--- config.mk ---
export PLATFORM = sky130hd
export DESIGN_NAME = fat12_mem
export DESIGN_NICKNAME = d
export VERILOG_FILES = /design/src/rtl/fat12_pkg.sv /design/src/rtl/fat12_mem.sv
export SDC_FILE = /design/constraint.sdc
export NUM_CORES = 2
export LEC_CHECK = 0
export ABC_AREA = 1
export BUFFER_PORTS_ARGS = -buffer_cell sky130_fd_sc_hd__buf_4
export CAP_MARGIN = 0
export CORE_MARGIN = 1.5
export CORE_UTILIZATION = 57
export DETAILED_ROUTE_END_ITERATION = 12
export GPL_ROUTABILITY_DRIVEN = 0
export PLACE_DENSITY_LB_ADDON = 0.25
export SLEW_MARGIN = 20
export SYNTH_ARGS = -nofsm -noshare
export SYNTH_HDL_FRONTEND = slang
export SYNTH_SLANG_ARGS = --single-unit
--- constraint.sdc ---
create_clock -name clk -period 1.8 [get_ports clk]
set_input_delay 0.18 -clock clk [delete_from_list [all_inputs] [get_ports clk]]
set_output_delay 0.18 -clock clk [all_outputs]
set_load 0.01 [all_outputs]
--- src/rtl/fat12_pkg.sv ---
// fat12_pkg: shared types, constants and command codes for the fat12 table engine
// no dependencies
package fat12_pkg;

  localparam int TableBytesDef = 512;
  localparam logic [11:0] BadMark = 12'hFF7;
  localparam logic [8:0] ClusterCountRst = 9'd339;
  localparam logic [11:0] EndMarkRst = 12'hFFF;

  typedef enum logic [2:0] {
    CMD_GET   = 3'd0,
    CMD_SET   = 3'd1,
    CMD_ALLOC = 3'd2,
    CMD_FREE  = 3'd3,
    CMD_LOAD  = 3'd4,
    CMD_DUMP  = 3'd5
  } cmd_t;

  typedef enum logic [1:0] {
    ST_OK    = 2'd0,
    ST_FULL  = 2'd1,
    ST_RANGE = 2'd2
  } status_t;

  typedef enum logic [1:0] {
    REG_COUNT = 2'd0,
    REG_END   = 2'd1
  } reg_idx_t;

  typedef enum logic [3:0] {
    S_IDLE,
    S_RD0,
    S_RD1,
    S_EVAL,
    S_WR0,
    S_WR1,
    S_BYTE,
    S_OUT
  } state_t;

endpackage

--- src/rtl/fat12_mem.sv ---
// fat12_mem: byte-wide table store, one write and one registered read port
// depends on fat12_pkg
module fat12_mem
  import fat12_pkg::*;
#(
  parameter int Depth = TableBytesDef,
  localparam int AW = $clog2(Depth)
) (
  input  logic          clk,
  input  logic          we,
  input  logic [AW-1:0] waddr,
  input  logic [7:0]    wdata,
  input  logic [AW-1:0] raddr,
  output logic [7:0]    rdata
);
  logic [7:0] mem [Depth];

  always_ff @(posedge clk) begin
    if (we) begin
      mem[waddr] <= wdata;
    end
    rdata <= mem[raddr];
  end
endmodule

==> reports/results.tsv <==
metric	value	unit
clk_pin_slew	0.06	ns
clk_latency	0.97	ns
power_density	1027	mW/mm^2
cp_top_family	simple AND/OR/NAND/NOR gates	
numCtsBuffers	407	
dpl.cell_count	18360	
final_nets	14910	
wl_per_cell	25.01	um
fin_worst_skew	0.03945	ns
drtPass1Iterations	9	
slew_headroom	0.3731	
final_max_slew_viol_count	0	
power_switching	0.04606	W
p_seq_frac	0.520	
grt-ovfl-total	0	
mappedNetlistNets	13920	
fp.dieH	543.8	um
tightest_slew	0.9394	ns
synthDistinctLibCells	16	
synth_area	0.1667	sq mm
grt_pass1_vias	112900	
grt_usage	0.3195	
ios	36	
die_w	543.8	um
synth_warnings	0	
drive_above_1_share	0.1598	
ys_seq_elements	4104	
hold_slack	0.1186	ns
initial_core_util	0.5728	
cp-start-kind	flip-flop	
die_area	0.2958	sq mm
viasPerCell	6.114	
cp.arrival	2.65	ns
period_needed	1.805	ns
maxCapViolCount	0	
syn_avg_cell_area	12.00	sq um
clk_path_buf_depth	4	
final_cells	19120	
ir_worst_vdd	0.8647	mV
rows	198	
p_total	0.2027	W
hold_viol	0	
area_growth	18.39	%
area.sequential	0.1232	sq mm
max_freq	554.0	MHz
totalWireLength	478300	um
fin_ws	-0.004930	ns
intPower	0.1566	W
synth.area.top_cells	edfxtp_1 74%, nand3_1 12%, nand2_1 9.4%	
fin_crit_sh	1.003	
hp-class	primary input to flip-flop	
slowest_stage	edfxtp_1	
synth_top_area_cell	edfxtp_1	
dr_total_vias	116900	
antenna_found_initial	19	
path_buf_inv	0	
final_common_cell	nand2_1	
crit_fanout	1	
grt_pass1_wl	706200	um
dp_hpwl	301100	um
swShare	0.2273	
nFillCells	19850	
h-tree-depth	5	
crit_type	flip-flop to flip-flop	
worst_setup_path_end_kind	flip-flop	
status	finished, violations left	
synth.top_cell.area_share	0.7377	
critPathMaxStageDelay	0.42	ns
cts.sink_count	4104	
seq_area_frac_synth	0.7387	
core_area	0.2911	sq mm
drt_iter0_drc	16880	
crit_required	2.64	ns
setup_viol	1	
cts_tree	done	
final_cell_mix	4143 x nand2_1, 4096 x edfxtp_1, 3803 x nand3_1	
clock-root-buffer	clkbuf_16	
cpMostUsedCell	nand3_1	
rsz0062_at_grt	true	
multi_input_area	0.03987	sq mm
syn_inst	13890	
port_buffers	35	
postRouteAntennaNets	0	
power_frac_comb	0.072	
grt_max_degree	103	
path_cells	nand2_1 -> nand3_1 -> nand3_1 -> nand3_1 -> nand3_1 -> nand3_2 -> nand3_1 -> nand3_1 -> nand3_2 -> nand2_1	
drcViolationCount	0	
leakage	71.49	nW
power.share.clock	0.409	
pre_cts_slack	-0.9406	ns
violations	negative setup slack	
[state kept, by name (all words and copies together) (netlist names)]
name / count
rdata: 8
mem: 4096
[stage by stage]
stage                     utilization  setup TNS [ns]  instance area, sq um
after floorplan                     -               0                166700
after global placement         0.6271          -74.04                182600
after detailed placement       0.6271         -110.20                182600
after CTS                      0.6740        -0.09777                196200
after global routing           0.6781         -0.1696                197400
final                          0.6781       -0.004930                197400
[repair_timing]
item | CTS | global route
resized for setup | 123 | 218
pin swaps | 7 | 45
endpoints found under the hold margin | 2966 | 0
endpoints found under the setup margin | 16 | 8
buffers inserted | 0 | 0
hold buffers | 11 | 0
[power by group through the flow]
| stage | Clock, W | Sequential (W) | Combinational [W] |
|---|---|---|---|
| 5_1_grt | 0.0869 | 0.105 | 0.0153 |
| 3_3_place_gp | 0 | 0.107 | 0.0133 |
| 2_1_floorplan | 0 | 0.107 | 0.00651 |
| 6_report | 0.0829 | 0.105 | 0.0145 |
| 4_1_cts | 0.0834 | 0.105 | 0.0139 |
| 3_5_place_dp | 0 | 0.107 | 0.0136 |
[routing by layer]
metal | track usage | vias to the layer above | share of wire
met5 | 0 | - | 0.00013
met3 | 0.05668 | 1347 | 0.11
met1 | 0.4307 | 56390 | 0.37
li1 | - | 51490 | -
met2 | 0.5027 | 7700 | 0.47
met4 | 0.1637 | 10 | 0.055
[cells by family (layout without fill, tap and decap cells)]
group / after synthesis / after routing / synth area share
flops: 4104 / 4104 / 0.7387
buf+inv: 1022 / 2349 / 0.03330
other cells: 0 / 6 / 0
simple gates: 8765 / 8765 / 0.2280
[synthesized netlist by cell type, drive strengths merged]
cell    count
clkbuf    184
nand3    4080
nand2    4160
inv        39
dfxtp       8
nor2      514
edfxtp   4096
nor3       11
buf       799
[area by class of cell]
| cell class | instances | share of cell area |
|---|---|---|
| Clock inverter | 250 | 0.01161 |
| Sequential cell | 4104 | 0.6240 |
| Inverter | 39 | 0.001014 |
| Timing Repair Buffer | 1564 | 0.08263 |
| Multi-Input combinational cell | 8765 | 0.2020 |
| Tap cell | 3900 | 0.02472 |
| Antenna cell | 6 | 0.00007607 |
| Clock buffer | 496 | 0.05394 |
[worst reg2reg max path, delay by kind of cell (launching register included)]
kind | cells | cell delay (ns)
DFF | 1 | 0.42
and+or+nand+nor | 10 | 1.27
[worst paths after layout]
check	cells after the start	start	slack, ns	endpoint
max	10	mem[391][3]$_DFFE_PP_	-0.005	rdata[3]$_DFF_P_
max reg2reg	10	mem[391][3]$_DFFE_PP_	-0.005	rdata[3]$_DFF_P_
min reg2reg	10	mem[20][0]$_DFFE_PP_	1.08	rdata[0]$_DFF_P_
min	7	raddr[5]	0.12	rdata[4]$_DFF_P_
No activity file was read; power rests on OpenSTA's default activity.
